==> config.mk <==
export PLATFORM = sky130hd
export DESIGN_NAME = csat_front
export DESIGN_NICKNAME = d
export VERILOG_FILES = /design/src/sv/csat_pkg.sv /design/src/sv/csat_front.sv
export SDC_FILE = /design/constraint.sdc
export NUM_CORES = 1
export LEC_CHECK = 0
export BUFFER_PORTS_ARGS = -buffer_cell sky130_fd_sc_hd__buf_2
export CAP_MARGIN = 20
export CELL_PAD_IN_SITES_DETAIL_PLACEMENT = 0
export CELL_PAD_IN_SITES_GLOBAL_PLACEMENT = 1
export CORE_MARGIN = 8
export CORE_UTILIZATION = 40
export DETAILED_ROUTE_END_ITERATION = 8
export GPL_ROUTABILITY_DRIVEN = 0
export PLACE_DENSITY_LB_ADDON = 0.1
export SETUP_SLACK_MARGIN = 0.3
export SLEW_MARGIN = 0
export SYNTH_ARGS = -nofsm -noshare
export SYNTH_HDL_FRONTEND = slang
export SYNTH_SLANG_ARGS = --single-unit
==> constraint.sdc <==
create_clock -name i_clk -period 13.8 [get_ports i_clk]
set_input_delay 1.38 -clock i_clk [delete_from_list [all_inputs] [get_ports i_clk]]
set_output_delay 1.38 -clock i_clk [all_outputs]
set_load 0.03 [all_outputs]
==> src/sv/csat_pkg.sv <==
`timescale 1ns / 1ps
// ----------------------------------------------------------------------------
// csat_pkg
// Shared types, constants and helper functions of the clip shape transform.
// ----------------------------------------------------------------------------
package csat_pkg;

    // Fixed point format and circle tessellation.
    localparam int FRAC_BITS    = 16;
    localparam int SEGMENTS     = 32;
    localparam int MAX_OUT      = 64;
    localparam int N_VERT       = (SEGMENTS > MAX_OUT) ? MAX_OUT : SEGMENTS;
    localparam int VERT_W       = $clog2(N_VERT);
    localparam int REM_W        = $clog2(2 * SEGMENTS);

    // Turn step between circle vertices: quotient and remainder of 2^32 / SEGMENTS.
    localparam logic [31:0]      TURN_STEP = 32'((64'd1 << 32) / SEGMENTS);
    localparam logic [REM_W-1:0] TURN_REM  = REM_W'((64'd1 << 32) % SEGMENTS);
    localparam logic [REM_W-1:0] SEG_CNT   = REM_W'(SEGMENTS);
    localparam logic [VERT_W-1:0] LAST_VERT = VERT_W'(N_VERT - 1);

    // CORDIC rotator.
    localparam int CORDIC_STEPS = 30;
    localparam int CW           = 34;
    localparam logic signed [CW-1:0] CORDIC_GAIN = 34'sd652032874;
    localparam logic [4:0] LAST_STEP = 5'(CORDIC_STEPS - 1);

    // Shared multiplier operand and product widths.
    localparam int MW = 34;
    localparam int PW = 2 * MW;

    // Commands of an input transaction.
    localparam logic [1:0] CMD_RECT   = 2'd0;
    localparam logic [1:0] CMD_RRECT  = 2'd1;
    localparam logic [1:0] CMD_POINT  = 2'd2;
    localparam logic [1:0] CMD_CIRCLE = 2'd3;

    // Kinds of a result transaction.
    localparam logic [1:0] KIND_RECT   = 2'd0;
    localparam logic [1:0] KIND_RRECT  = 2'd1;
    localparam logic [1:0] KIND_VERTEX = 2'd2;

    // Configuration register indexes.
    localparam logic [2:0] REG_MAT_XX   = 3'd0;
    localparam logic [2:0] REG_MAT_XY   = 3'd1;
    localparam logic [2:0] REG_MAT_YX   = 3'd2;
    localparam logic [2:0] REG_MAT_YY   = 3'd3;
    localparam logic [2:0] REG_OFFSET_X = 3'd4;
    localparam logic [2:0] REG_OFFSET_Y = 3'd5;
    localparam logic [2:0] REG_ALIGN_EPS = 3'd6;

    localparam logic signed [31:0] ONE_FIX = 32'sd1 <<< FRAC_BITS;

    typedef struct packed {
        logic [1:0]         command;
        logic signed [31:0] ax;
        logic signed [31:0] ay;
        logic signed [31:0] bx;
        logic signed [31:0] by_coord;
        logic [30:0]        size_value;
        logic               last_point;
    } t_in_item;

    typedef struct packed {
        logic [1:0]         kind;
        logic signed [31:0] out_ax;
        logic signed [31:0] out_ay;
        logic signed [31:0] out_bx;
        logic signed [31:0] out_by;
        logic [30:0]        out_rounding;
        logic               last_out;
    } t_out_item;

    typedef struct packed {
        logic signed [31:0] mat_xx;
        logic signed [31:0] mat_xy;
        logic signed [31:0] mat_yx;
        logic signed [31:0] mat_yy;
        logic signed [31:0] offset_x;
        logic signed [31:0] offset_y;
        logic [15:0]        align_epsilon;
    } t_cfg;

    typedef struct packed {
        t_in_item item;
        logic     aligned;
    } t_job;

    // Arctangent table in turn units (2^32 = full turn).
    function automatic logic signed [31:0] atan_turn(input logic [4:0] k);
        logic signed [31:0] v;
        unique case (k)
            5'd0:  v = 32'sd536870912;
            5'd1:  v = 32'sd316933406;
            5'd2:  v = 32'sd167458907;
            5'd3:  v = 32'sd85004756;
            5'd4:  v = 32'sd42667331;
            5'd5:  v = 32'sd21354465;
            5'd6:  v = 32'sd10679838;
            5'd7:  v = 32'sd5340245;
            5'd8:  v = 32'sd2670163;
            5'd9:  v = 32'sd1335087;
            5'd10: v = 32'sd667544;
            5'd11: v = 32'sd333772;
            5'd12: v = 32'sd166886;
            5'd13: v = 32'sd83443;
            5'd14: v = 32'sd41721;
            5'd15: v = 32'sd20860;
            5'd16: v = 32'sd10430;
            5'd17: v = 32'sd5215;
            5'd18: v = 32'sd2607;
            5'd19: v = 32'sd1303;
            5'd20: v = 32'sd651;
            5'd21: v = 32'sd325;
            5'd22: v = 32'sd162;
            5'd23: v = 32'sd81;
            5'd24: v = 32'sd40;
            5'd25: v = 32'sd20;
            5'd26: v = 32'sd10;
            5'd27: v = 32'sd5;
            5'd28: v = 32'sd2;
            5'd29: v = 32'sd1;
            default: v = 32'sd0;
        endcase
        return v;
    endfunction

    // Saturate a wide signed value to the signed 32-bit range.
    function automatic logic signed [31:0] sat32(input logic signed [PW-1:0] v);
        logic signed [31:0] r;
        if (v > PW'(64'sd2147483647)) begin
            r = 32'sh7FFFFFFF;
        end else if (v < -(PW'(64'sd2147483648))) begin
            r = 32'sh80000000;
        end else begin
            r = v[31:0];
        end
        return r;
    endfunction

endpackage

==> src/sv/csat_front.sv <==
`timescale 1ns / 1ps
// ----------------------------------------------------------------------------
// csat_front
// Configuration registers, input acceptance, shape classification and the
// two-entry job queue that feeds the back end.
// ----------------------------------------------------------------------------
module csat_front
    import csat_pkg::*;
(
    input  logic        i_clk,
    input  logic        i_rst_n,
    input  logic        i_cfg_wr_en,
    input  logic [2:0]  i_cfg_index,
    input  logic [31:0] i_cfg_data,
    input  logic        push,
    output logic        full,
    input  t_in_item    i_item,
    output t_cfg        o_cfg,
    output logic        o_job_valid,
    output t_job        o_job,
    input  logic        i_job_pop
);

    t_cfg        r_cfg;
    t_job        r_mem [2];
    logic        r_wr_ptr;
    logic        r_rd_ptr;
    logic [1:0]  r_count;
    logic [32:0] abs_xy;
    logic [32:0] abs_yx;
    logic        aligned;
    logic        do_push;
    logic        do_pop;

    // Configuration register writes.
    always_ff @(posedge i_clk) begin
        if (!i_rst_n) begin
            r_cfg.mat_xx        <= ONE_FIX;
            r_cfg.mat_xy        <= '0;
            r_cfg.mat_yx        <= '0;
            r_cfg.mat_yy        <= ONE_FIX;
            r_cfg.offset_x      <= '0;
            r_cfg.offset_y      <= '0;
            r_cfg.align_epsilon <= 16'd1;
        end else if (i_cfg_wr_en) begin
            unique case (i_cfg_index)
                REG_MAT_XX:    r_cfg.mat_xx        <= i_cfg_data;
                REG_MAT_XY:    r_cfg.mat_xy        <= i_cfg_data;
                REG_MAT_YX:    r_cfg.mat_yx        <= i_cfg_data;
                REG_MAT_YY:    r_cfg.mat_yy        <= i_cfg_data;
                REG_OFFSET_X:  r_cfg.offset_x      <= i_cfg_data;
                REG_OFFSET_Y:  r_cfg.offset_y      <= i_cfg_data;
                REG_ALIGN_EPS: r_cfg.align_epsilon <= i_cfg_data[15:0];
                default: ;
            endcase
        end
    end

    assign o_cfg = r_cfg;

    // Classify the matrix as axis-aligned when both shear terms are small.
    assign abs_xy  = r_cfg.mat_xy[31] ? 33'(-{r_cfg.mat_xy[31], r_cfg.mat_xy})
                                      : {1'b0, r_cfg.mat_xy};
    assign abs_yx  = r_cfg.mat_yx[31] ? 33'(-{r_cfg.mat_yx[31], r_cfg.mat_yx})
                                      : {1'b0, r_cfg.mat_yx};
    assign aligned = (abs_xy <= {17'd0, r_cfg.align_epsilon})
                  && (abs_yx <= {17'd0, r_cfg.align_epsilon});

    // Job queue between the front and the back end.
    assign full        = (r_count == 2'd2);
    assign o_job_valid = (r_count != 2'd0);
    assign o_job       = r_mem[r_rd_ptr];
    assign do_push     = push && !full;
    assign do_pop      = i_job_pop && o_job_valid;

    always_ff @(posedge i_clk) begin
        if (!i_rst_n) begin
            r_wr_ptr <= 1'b0;
            r_rd_ptr <= 1'b0;
            r_count  <= 2'd0;
        end else begin
            if (do_push) begin
                r_wr_ptr <= !r_wr_ptr;
            end
            if (do_pop) begin
                r_rd_ptr <= !r_rd_ptr;
            end
            r_count <= r_count + 2'(do_push) - 2'(do_pop);
        end
    end

    always_ff @(posedge i_clk) begin
        if (do_push) begin
            r_mem[r_wr_ptr] <= '{item: i_item, aligned: aligned};
        end
    end

endmodule

# ---- Word level (Yosys, flattened, before mapping)
# Memory sizes are Yosys's and may differ from the RTL's. A register that Yosys moved wholly into a read port is not among the register bits.
# Index checks and enable logic that the tools add are counted.
dict set report totals {
  ff_bits 212
  mem_bits_rw 326
  in_bits 202
  output_inout_bits 373
  word_cells 45
  n_memories 1
}
# name depth word_bits rd rd_clocked_by_memory_dff wr line_no
set memory_table {}
lappend memory_table {r_mem 2 163 1 1 1 csat_front.sv:25} ;# t_job r_mem [2];
dict set report op_classes {
  addsub 4
  order_cmp 2
  n_eq_ne 7
  muxes 6
  n_reduce_logical 15
}
# operator n
set ops {}
lappend ops {{$le A33 B16 Y1} 2}
lappend ops {{$mux W33} 2}
lappend ops {{$neg A33 Y33} 2}
lappend ops {{$reduce_and A2 Y1} 7}
lappend ops {{$eq A3 B3 Y1 const B} 3}
lappend ops {{$eq A3 B2 Y1 const B} 2}
lappend ops {{$mux W1} 4}
lappend ops {{$eq A3 B1 Y1 const B} 1}
lappend ops {{$logic_and A1 B1 Y1} 3}
lappend ops {{$logic_not A1 Y1} 3}
lappend ops {{$logic_not A3 Y1} 1}
lappend ops {{$add A2 B1 Y2} 1}
lappend ops {{$eq A2 B2 Y1 const B} 1}
lappend ops {{$reduce_bool A2 Y1} 1}
lappend ops {{$sub A2 B1 Y2} 1}

# ---- Logic depth before layout (Yosys ltp)
# Gate-level depths: netlist (run 1).
dict set report depth {
  word_depth 5
  ltp_mapped 15
  depth_no_buf 15
}

# ---- Worst setup path before layout (run 1)
# No wires, ideal clock.
dict set report synth_timing {
  path_type {input to register}
  from {input port push}
  to {memory r_mem[0][0] (netlist bit), enable pin}
  setup_ps 689
  t_arrival_ps 8246
  required_ps 13111
  setup_slack_ps 4865
  path_stages 2
  path_buffers 0
  cell_sequence {nand2_1 nor2_1}
}
dict set report synth_via {
  elab_chain_cells 3
}
# item line_no
set synth_lines {}
lappend synth_lines {{start: declaration} csat_front.sv:15} ;# input logic push,
lappend synth_lines {{$logic_and A1 B1 Y1} csat_front.sv:73} ;# assign do_push = push && !full;
lappend synth_lines {{$mux W1} csat_front.sv:93} ;# if (do_push) begin
lappend synth_lines {{$mux W1 (implied by the code)} csat_front.sv:94} ;# r_mem[r_wr_ptr] <= '{item: i_item, aligned: aligned};
lappend synth_lines {{end: declaration} csat_front.sv:25}
# Every way passes these cells.

==> results of run 1 <==
[synth_stat cells, types with 3 or more instances]
library cell,number,area [um2]
clkbuf_1,88,330.3
dfxtp_1,213,4264
o22ai_1,5,31.28
a31oi_1,4,25.02
edfxtp_1,326,9789
o21ai_0,26,130.1
or2_2,5,31.28
ha_1,36,450.4
nor2b_1,7,43.79
a21oi_1,20,100.1
inv_1,30,112.6
and2_1,4,25.02
xnor2_1,31,271.5
nor3_1,22,110.1
o31ai_1,9,67.56
nand4_1,9,56.30
a21o_1,5,37.54
nor2_1,30,112.6
nor4_1,9,56.30
o41ai_1,7,61.31
and3_1,4,25.02
o32ai_1,3,26.28
nand2_1,451,1693
nand2b_1,8,50.05
nor3b_1,4,30.03
or3_1,3,18.77
nand3_1,21,105.1
or4_1,13,97.59
o21a_1,3,22.52
o211ai_1,5,37.54
a21boi_0,205,1539
mux2_2,164,1847
[critical path, stage by stage, from the launching register on]
cell	delay (ns)
dfxtp_4	0.44
buf_4	0.83
buf_4	0.83
mux2_2	0.42
buf_2	0.18
[sequential cells by signal, summed over array words and instances, names as in the netlist, named ones only]
signal    flops
r_rd_ptr      1
r_count       2
r_wr_ptr      1
r_mem       326
o_cfg       208
[cell type report]
type                       instances  share of cell area, %
sequential                       539                  51.21
multi-input combinational       1139                  26.86
timing repair buffer             595                  11.24
clock buffer                      71                  5.652
tap                              696                  3.172
clock inverter                    34                  1.367
inverter                          30                 0.4102
antenna                           10                0.09116
[metrics by stage]
stage	util [%]	total power [mW]
global placement	47.19	2.957
CTS	50.81	4.530
floorplan	-	2.661
finish	50.91	4.479
global route	50.90	4.653
detailed placement	47.24	2.967
[how the worst max path moves through the flow]
stage | from | end | cells after the start
3_5_place_dp | o_cfg[144]$_SDFFE_PN0P_ | r_mem[0][0]$_DFFE_PP_ | 15
4_1_cts | flip-flop | o_job[52] | 4
6_report | flip-flop | o_job[52] | 4
5_1_grt | flip-flop | o_job[149] | 4
2_1_floorplan | push | r_mem[0][0]$_DFFE_PP_ | 2
3_3_place_gp | o_cfg[144]$_SDFFE_PN0P_ | r_mem[0][0]$_DFFE_PP_ | 15
[layer usage]
| metal | wire (um) | vias up | track usage (%) |
|---|---|---|---|
| met2 | 34900 | 539 | 36.77 |
| met3 | 6088 | 114 | 7.992 |
| met1 | 29050 | 7742 | 26.33 |
| met5 | 146 | - | 0 |
| li1 | - | 7553 | - |
| met4 | 1792 | 20 | 6.740 |
[power by group]
| part | leakage (nW) | switching, mW | total, mW | internal, mW |
|---|---|---|---|---|
| combinational | 5.02 | 0.673 | 1.01 | 0.334 |
| sequential | 4.77 | 0.0535 | 1.92 | 1.86 |
| clock | 0.940 | 0.639 | 1.55 | 0.914 |
[kinds of logic after synthesis]
family | after synthesis | synth area share, %
AOI/OAI and AO/OA | 302 | 9.903
buffers and inverters | 125 | 2.247
DFF | 539 | 64.22
and+or+nand+nor | 605 | 11.84
adders and majority gates | 36 | 2.058
muxes | 165 | 8.485
xor gates and xnor gates | 31 | 1.241
==> run summary, run 1 <==
Hold Path Sink: o_cfg[78]$_SDFFE_PN0P_
status: finished clean
DIE AREA: 0.06245 mm2
largest net degree at the start of global routing: 156
Yosys warning total: 0
Row Count: 85
Max Cap Viol: 0
final wirelength: 71980 um
Hold Slack: 0.4623 ns
pwr dens: 163.2 mW/mm2
pre-CTS setup slack: 9.348 ns
first drt pass iteration count: 5
Synth Net Count: 2041
Worst Tran Pin Value: 1.080 ns
Clk Latency, worst-skew pair: 0.61 ns
RR Startpoint: o_cfg[144]$_SDFFE_PN0P_
Fill cells: 4878
drt initial violations: 957
most frequent cells in the layout: buf_2 (573), nand2_1 (451), edfxtp_1 (326)
Resize count post-CTS: 0
H-tree depth: 2
hold buffers post-CTS: 0
Post-synth top flop: edfxtp_1
Post-CTS Setup Inserts: 0
clk root buf: clkbuf_16
r2r setup slk: 9.34 ns
leakage: 10.73 nW
fin cells: 3114
Sequential Area: 0.01406 mm2
worst setup margin: 8.966 ns
final instance area: 0.02745 mm2
multi-input logic area: 0.007372 mm2
Final HPWL DP: 52980 um
r2r endpoint: r_mem[1][0]$_DFFE_PP_
initial antenna violation count: 19
CP Data Required Time: 12.42 ns
Final ANT Viol Nets: 0
crit start category: flip-flop
GR Overflow Total: 0
Slew Viols, Final: 0
core footprint: 0.05392 mm2
layout cells sized above 1: 36.17%
drt via density: 5.128
ys async rst share: 0%
Num CTS Buffers: 57
first-pass GRT wire length: 105500 um
Die Height: 249.9 um
Min Clock Period, post-route: 4.834 ns
Final Hold Viols: 0
syn avg cell area: 12.14 um2
area added between synthesis and finish: 25.44%
synth unique cells: 58
Post-Place Cells: 2998
Synth Instances: 1803
Max VDD drop: 0.00009083 V
placed cell area: 0.02547 mm2
Worst-path clk slew: 0.06 ns
hold crit path type: reg2reg
DR vias: 15968
Max Fclk: 206.9 MHz
worst reg2reg path depth: 15
Die X: 249.9 um
critical path type: reg2out
Residual DRC: 0
setup violators final: 0
Critical Path AT: 3.45 ns
total I/O pin count: 575
layout net count: 2600
I/O Buffers: 574
WL/cell: 23.11 um
synthesized area: 0.02188 mm2
Bufs on Longest Clock Path: 3
Max transition margin: 28.02%
CTS tree: done
Tot GR Track Use: 22.00%
Post-synth EDFFs: 326
commonest non-fill, non-tap cell in the layout: buf_2
setup TNS: 0 ns
CTS Sinks: 539
Final period util: 35.03%
clock skew: 0.009747 ns
sequential fraction of the synthesis area: 64.22%
initial core utilization: 40.58%
vias in the first global route: 15975
synthesis-stage register bit count: 539
CP max FO: 78
Worst setup EP type: output port
Hold Crit Start: o_cfg[78]$_SDFFE_PN0P_
WHS Path Cells: 2
RSZ-0062 raised after global routing: no
Power figures use the tool's default switching activity.
==> run 2, diff against run 1 <==
--- a/config.mk
+++ b/config.mk
@@ -10,7 +10,7 @@
 export CELL_PAD_IN_SITES_DETAIL_PLACEMENT = 0
 export CELL_PAD_IN_SITES_GLOBAL_PLACEMENT = 1
 export CORE_MARGIN = 8
-export CORE_UTILIZATION = 40
+export CORE_UTILIZATION = 37
 export DETAILED_ROUTE_END_ITERATION = 8
 export GPL_ROUTABILITY_DRIVEN = 0
 export PLACE_DENSITY_LB_ADDON = 0.1
==> constraint.sdc (replaced) <==
create_clock -name i_clk -period 4.3 [get_ports i_clk]
set_input_delay 0.43 -clock i_clk [delete_from_list [all_inputs] [get_ports i_clk]]
set_output_delay 0.43 -clock i_clk [all_outputs]
set_load 0.03 [all_outputs]
==> run summary, run 2 (synthesis gave the netlist of run 1 again) <==
RSZ-0062 raised after global routing: no
P_sw: 4.516 mW
Final ANT Viol Nets: 0
Max Fclk: 263.9 MHz
met1 GRT Util: 25.60%
Final period util: 88.13%
Slew Viols, Final: 0
Die X: 259.2 um
Min Clock Period, post-route: 3.790 ns
I/O Buffers: 574
Die Height: 259.2 um
register name with the most flops: r_mem
clk root buf: clkbuf_16
Worst Tran Pin Value: 1.059 ns
clock group share of total power: 34.3%
first-pass GRT wire length: 108800 um
Row Count: 89
CTS tree: done
Final Hold Viols: 0
total I/O pin count: 575
Sequential Area: 0.01406 mm2
critical path type: reg2reg
most frequent cells in the layout: buf_2 (573), nand2_1 (450), edfxtp_1 (326)
WL/cell: 22.06 um
commonest non-fill, non-tap cell in the layout: buf_2
grt met3 use: 7.444%
drt via density: 4.926
Net Sw Frac: 30.77%
crit start category: flip-flop
Tot GR Track Use: 21.02%
Max transition margin: 29.43%
Max Cap Viol: 0
setup violators final: 0
H-tree depth: 2
final core occ: 50.13%
Clk Latency, worst-skew pair: 0.63 ns
multi-input logic area: 0.007493 mm2
Critical Path AT: 4.22 ns
Gate power share: 24.0%
met2 usage: 35.28%
first drt pass iteration count: 4
leakage: 11.56 nW
drt initial violations: 898
DIE AREA: 0.06718 mm2
initial antenna violation count: 8
setup TNS: 0 ns
internal power: 10.16 mW
layout cells sized above 1: 34.81%
initial core utilization: 37.22%
Residual DRC: 0
clock skew: 0.02063 ns
CP max FO: 5
GR peak layer: met2
Fill cells: 5316
largest net degree at the start of global routing: 104
pwr dens: 498.1 mW/mm2
number of flip-flops in the largest register: 326
status: finished clean
final wirelength: 74310 um
sequential fraction of design power: 41.6%
Final HPWL DP: 53730 um
DR vias: 16591
layout net count: 2784
vias in the first global route: 16787
Worst-path clk slew: 0.06 ns
area added between synthesis and finish: 34.68%
Max VDD drop: 0.0003528 V
GR Overflow Total: 0
core footprint: 0.05880 mm2
Num CTS Buffers: 59
CP Data Required Time: 4.73 ns
hold crit path type: in2reg
Worst setup EP type: flip-flop
Bufs on Longest Clock Path: 3
CTS Sinks: 539
## run 2: changes by cell type in the layout (fill, tap and decap cells not counted), sizes merged
cell,delta
dlygate4sd3,+162
buf,+20
clkbuf,+7
diode,-6
clkinv,-3
clkinvlp,-2
bufinv,-1
## run 2: repair_timing
action | in CTS | in global routing
setup buffers | 0 | 5
cloned | 0 | 0
pin swaps | 1 | 11
hold endpoints to repair | 324 | 0
endpoints found under the setup margin | 2 | 2
resized for setup | 5 | 24
hold buffers | 162 | 0
## run 2: worst paths after layout
kind	slack, ns	endpoint	startpoint	cells after the start
setup / recovery	0.51	r_mem[1][0]$_DFFE_PP_	o_cfg[149]$_SDFFE_PN0P_	13
hold / removal	0.14	o_cfg[171]$_SDFFE_PN0P_	i_cfg_data[27]	3
setup reg to reg	0.51	r_mem[1][0]$_DFFE_PP_	o_cfg[149]$_SDFFE_PN0P_	13
hold reg to reg	0.46	o_cfg[19]$_SDFFE_PN0P_	o_cfg[19]$_SDFFE_PN0P_	2
## run 2: power groups by stage
stage          clock network, mW  registers [mW]  logic, mW
2_1_floorplan                  0            6.27       2.20
3_3_place_gp                   0            6.20       3.41
3_5_place_dp                   0            6.22       3.41
4_1_cts                     5.17            6.11       3.56
5_1_grt                     5.35            6.15       3.73
6_report                    5.04            6.11       3.53
## run 2: critical path: stages, from the launching register on
cell and delay, ns:
dfxtp_4 0.36, nor4_4 0.40, nand2_2 0.14, o41ai_4 0.39, xnor2_1 0.15, ha_1 0.32
nand4_1 0.13, nor2_2 0.17, nand3_2 0.10, o21ai_2 0.12, o211ai_1 0.11, or4_1 0.53
or4_4 0.44, nor4_4 0.23
## run 2: layer usage
layer  routed length (um)  part of all wire, %
met1                30270                   41
met2                35970                   48
met3                 6259                  8.4
met4                 1770                  2.4
met5                   51                0.069
## run 2: metrics by stage
stage / std cells / setup slack, ns / power (mW) / cell area [um2] / hold WS, ns
5_1_grt: 3368 / 0.3258 / 15.23 / 29470 / 0.1130
2_1_floorplan: 1803 / 0.3806 / 8.474 / 21890 / 0.5042
3_3_place_gp: 3090 / 0.2859 / 9.602 / 25710 / 0.4488
6_report: 3368 / 0.5105 / 14.68 / 29470 / 0.1410
3_5_place_dp: 3090 / 0.2197 / 9.629 / 25710 / 0.4547
4_1_cts: 3358 / 0.4020 / 14.84 / 29300 / 0.1027
## run 2: final cells by class
class / instances / area share [%]
inverters: 30 / 0.3821
diodes: 4 / 0.03396
multi-input cells: 1139 / 25.43
repair buffers: 777 / 16.58
clock buffers: 78 / 5.566
clock inverters: 28 / 1.006
flip-flops and latches: 539 / 47.72
well taps: 773 / 3.282
==> run 3, diff against run 2 <==
--- a/config.mk
+++ b/config.mk
@@ -10,7 +10,8 @@
 export CELL_PAD_IN_SITES_DETAIL_PLACEMENT = 0
 export CELL_PAD_IN_SITES_GLOBAL_PLACEMENT = 1
 export CORE_MARGIN = 8
-export CORE_UTILIZATION = 37
+export CORE_UTILIZATION = 39
+export CTS_BUF_LIST = sky130_fd_sc_hd__clkbuf_8
 export DETAILED_ROUTE_END_ITERATION = 8
 export GPL_ROUTABILITY_DRIVEN = 0
 export PLACE_DENSITY_LB_ADDON = 0.1
==> run summary, run 3 (synthesis gave the netlist of run 1 again) <==
Max VDD drop: 0.0002160 V
Critical Path AT: 4.25 ns
CTS Sinks: 539
Final HPWL DP: 52380 um
Max Fclk: 263.9 MHz
internal power: 9.325 mW
Final Hold Viols: 0
Clk Latency, worst-skew pair: 0.65 ns
WP depth: 12
final wirelength: 73430 um
Critical Path Source: o_cfg[146]$_SDFFE_PN0P_
setup violators final: 0
pwr dens: 475.0 mW/mm2
drt initial violations: 860
Gate power share: 25.1%
r2r endpoint: r_mem[1][0]$_DFFE_PP_
critical path cell sequence: or4_1 > o41ai_2 > xnor2_1 > ha_1 > nand4_1 > nor2_2 > nand3_2 > o21ai_2 > o211ai_1 > or4_1 > or4_1 > nor4_2
Slew Viols, Final: 0
CTS tree: done
Worst path slowest cell: or4_1
Die X: 252.9 um
WL/cell: 21.60 um
Residual DRC: 0
Tot GR Track Use: 22.01%
most frequent cells in the layout: buf_2 (573), nand2_1 (451), edfxtp_1 (326)
leakage: 11.52 nW
vias in the first global route: 16931
Worst Tran Pin Value: 1.009 ns
hold crit path type: in2reg
Top delay family on crit path: simple AND/OR/NAND/NOR gates
status: finished clean
GR Overflow Total: 0
crit path capture: r_mem[1][0]$_DFFE_PP_
core footprint: 0.05595 mm2
Final ANT Viol Nets: 0
Worst setup EP type: flip-flop
setup TNS: 0 ns
CP most frequent cell: or4_1
sequential fraction of design power: 44.7%
fin cells: 3399
P_sw: 4.492 mW
r2r setup slk: 0.51 ns
pre-CTS setup slack: 0.2247 ns
CP max FO: 8
clock skew: 0.02595 ns
final instance area: 0.02909 mm2
area added between synthesis and finish: 32.92%
Worst-path clk slew: 0.06 ns
RR Startpoint: o_cfg[146]$_SDFFE_PN0P_
Net Sw Frac: 32.51%
Max Cap Viol: 0
commonest non-fill, non-tap cell in the layout: buf_2
Max transition margin: 32.76%
drt via density: 4.946
Hold Crit Start: i_cfg_data[24]
Min Clock Period, post-route: 3.790 ns
first drt pass iteration count: 5
DR vias: 16810
register name with the most flops: r_mem
first-pass GRT wire length: 108400 um
largest net degree at the start of global routing: 110
worst setup margin: 0.5104 ns
number of flip-flops in the largest register: 326
total I/O pin count: 575
Bufs on Longest Clock Path: 3
initial antenna violation count: 3
layout net count: 2811
clock group share of total power: 30.2%
Row Count: 87
WP buf/inv: 0
RSZ-0062 raised after global routing: no
Die Height: 252.9 um
CP max stage delay: 0.56 ns
I/O Buffers: 574
initial core utilization: 39.11%
H-tree depth: 3
Final period util: 88.13%
crit start category: flip-flop
worst reg2reg path depth: 12
layout cells sized above 1: 34.94%
Fill cells: 5173
Post-Place Cells: 3070
placed cell area: 0.02567 mm2
CP Data Required Time: 4.76 ns
DIE AREA: 0.06394 mm2
critical path type: reg2reg
clk root buf: clkbuf_8
Num CTS Buffers: 91
==> run 3: cell count changes in the layout (fill, tap and decap cells not counted), sizes merged <==
| cell | before | now |
|---|---|---|
| clkbuf | 78 | 100 |
| clkinvlp | 1 | 3 |
| clkinv | 21 | 25 |
| buf | 615 | 610 |
| bufinv | 5 | 0 |
| inv | 31 | 61 |
==> run 3: power groups by stage <==
stage	Combinational [mW]	Sequential [mW]	Clock (mW)
after CTS	3.50	6.18	4.30
after global routing	3.67	6.22	4.51
final	3.47	6.18	4.17
after floorplan	2.20	6.27	0
after detailed placement	3.35	6.29	0
after global placement	3.34	6.26	0
==> run 3: what timing repair did <==
action	4_1_cts	5_1_grt
pin swaps	1	10
hold buffers	162	0
gates resized for setup	5	17
setup endpoints to repair	2	2
endpoints found under the hold margin	324	0
setup buffers	0	2
==> run 3: per-stage QoR <==
| step | hold WS, ns | power, mW | utilization, % |
|---|---|---|---|
| 2_1_floorplan | 0.5042 | 8.474 | - |
| 3_3_place_gp | 0.4480 | 9.604 | 45.87 |
| 3_5_place_dp | 0.4539 | 9.639 | 45.87 |
| 4_1_cts | 0.03523 | 13.98 | 51.72 |
| 5_1_grt | 0.06449 | 14.40 | 51.97 |
| 6_report | 0.1041 | 13.82 | 51.98 |
==> run 3: worst min-delay path by stage <==
stage,end,depth (start not counted),slack (ns)
finish,o_cfg[40]$_SDFFE_PN0P_,3,0.10
global route,o_cfg[203]$_SDFFE_PN0P_,3,0.06
CTS,o_cfg[40]$_SDFFE_PN0P_,3,0.04
detailed placement,o_cfg[90]$_SDFFE_PN0P_,2,0.45
global placement,o_cfg[186]$_SDFFE_PN0P_,2,0.45
floorplan,flip-flop,2,0.50
==> run 3: worst min-delay path, delay by kind of cell <==
kind,cells,cell delay (ns)
AND/OR/NAND/NOR,1,0.06
AO/OA/AOI/OAI,1,0.06
buffers and inverters,1,0.15
==> run 3: cell type report <==
class	count	area, um2	share of cell area, %
antenna	4	10.01	0.03441
clock buffer	100	1376	4.732
clock inverter	59	254.0	0.8733
inverter	30	112.6	0.3872
multi-input combinational	1139	7467	25.67
sequential	539	14060	48.35
tap	756	945.9	3.252
timing repair buffer	772	4857	16.70
==> run 3: layer usage <==
metal	GRT usage, %	part of all wire [%]
met5	0	0.014
met4	5.621	1.6
met3	6.927	8.3
met2	36.90	49
met1	27.40	41
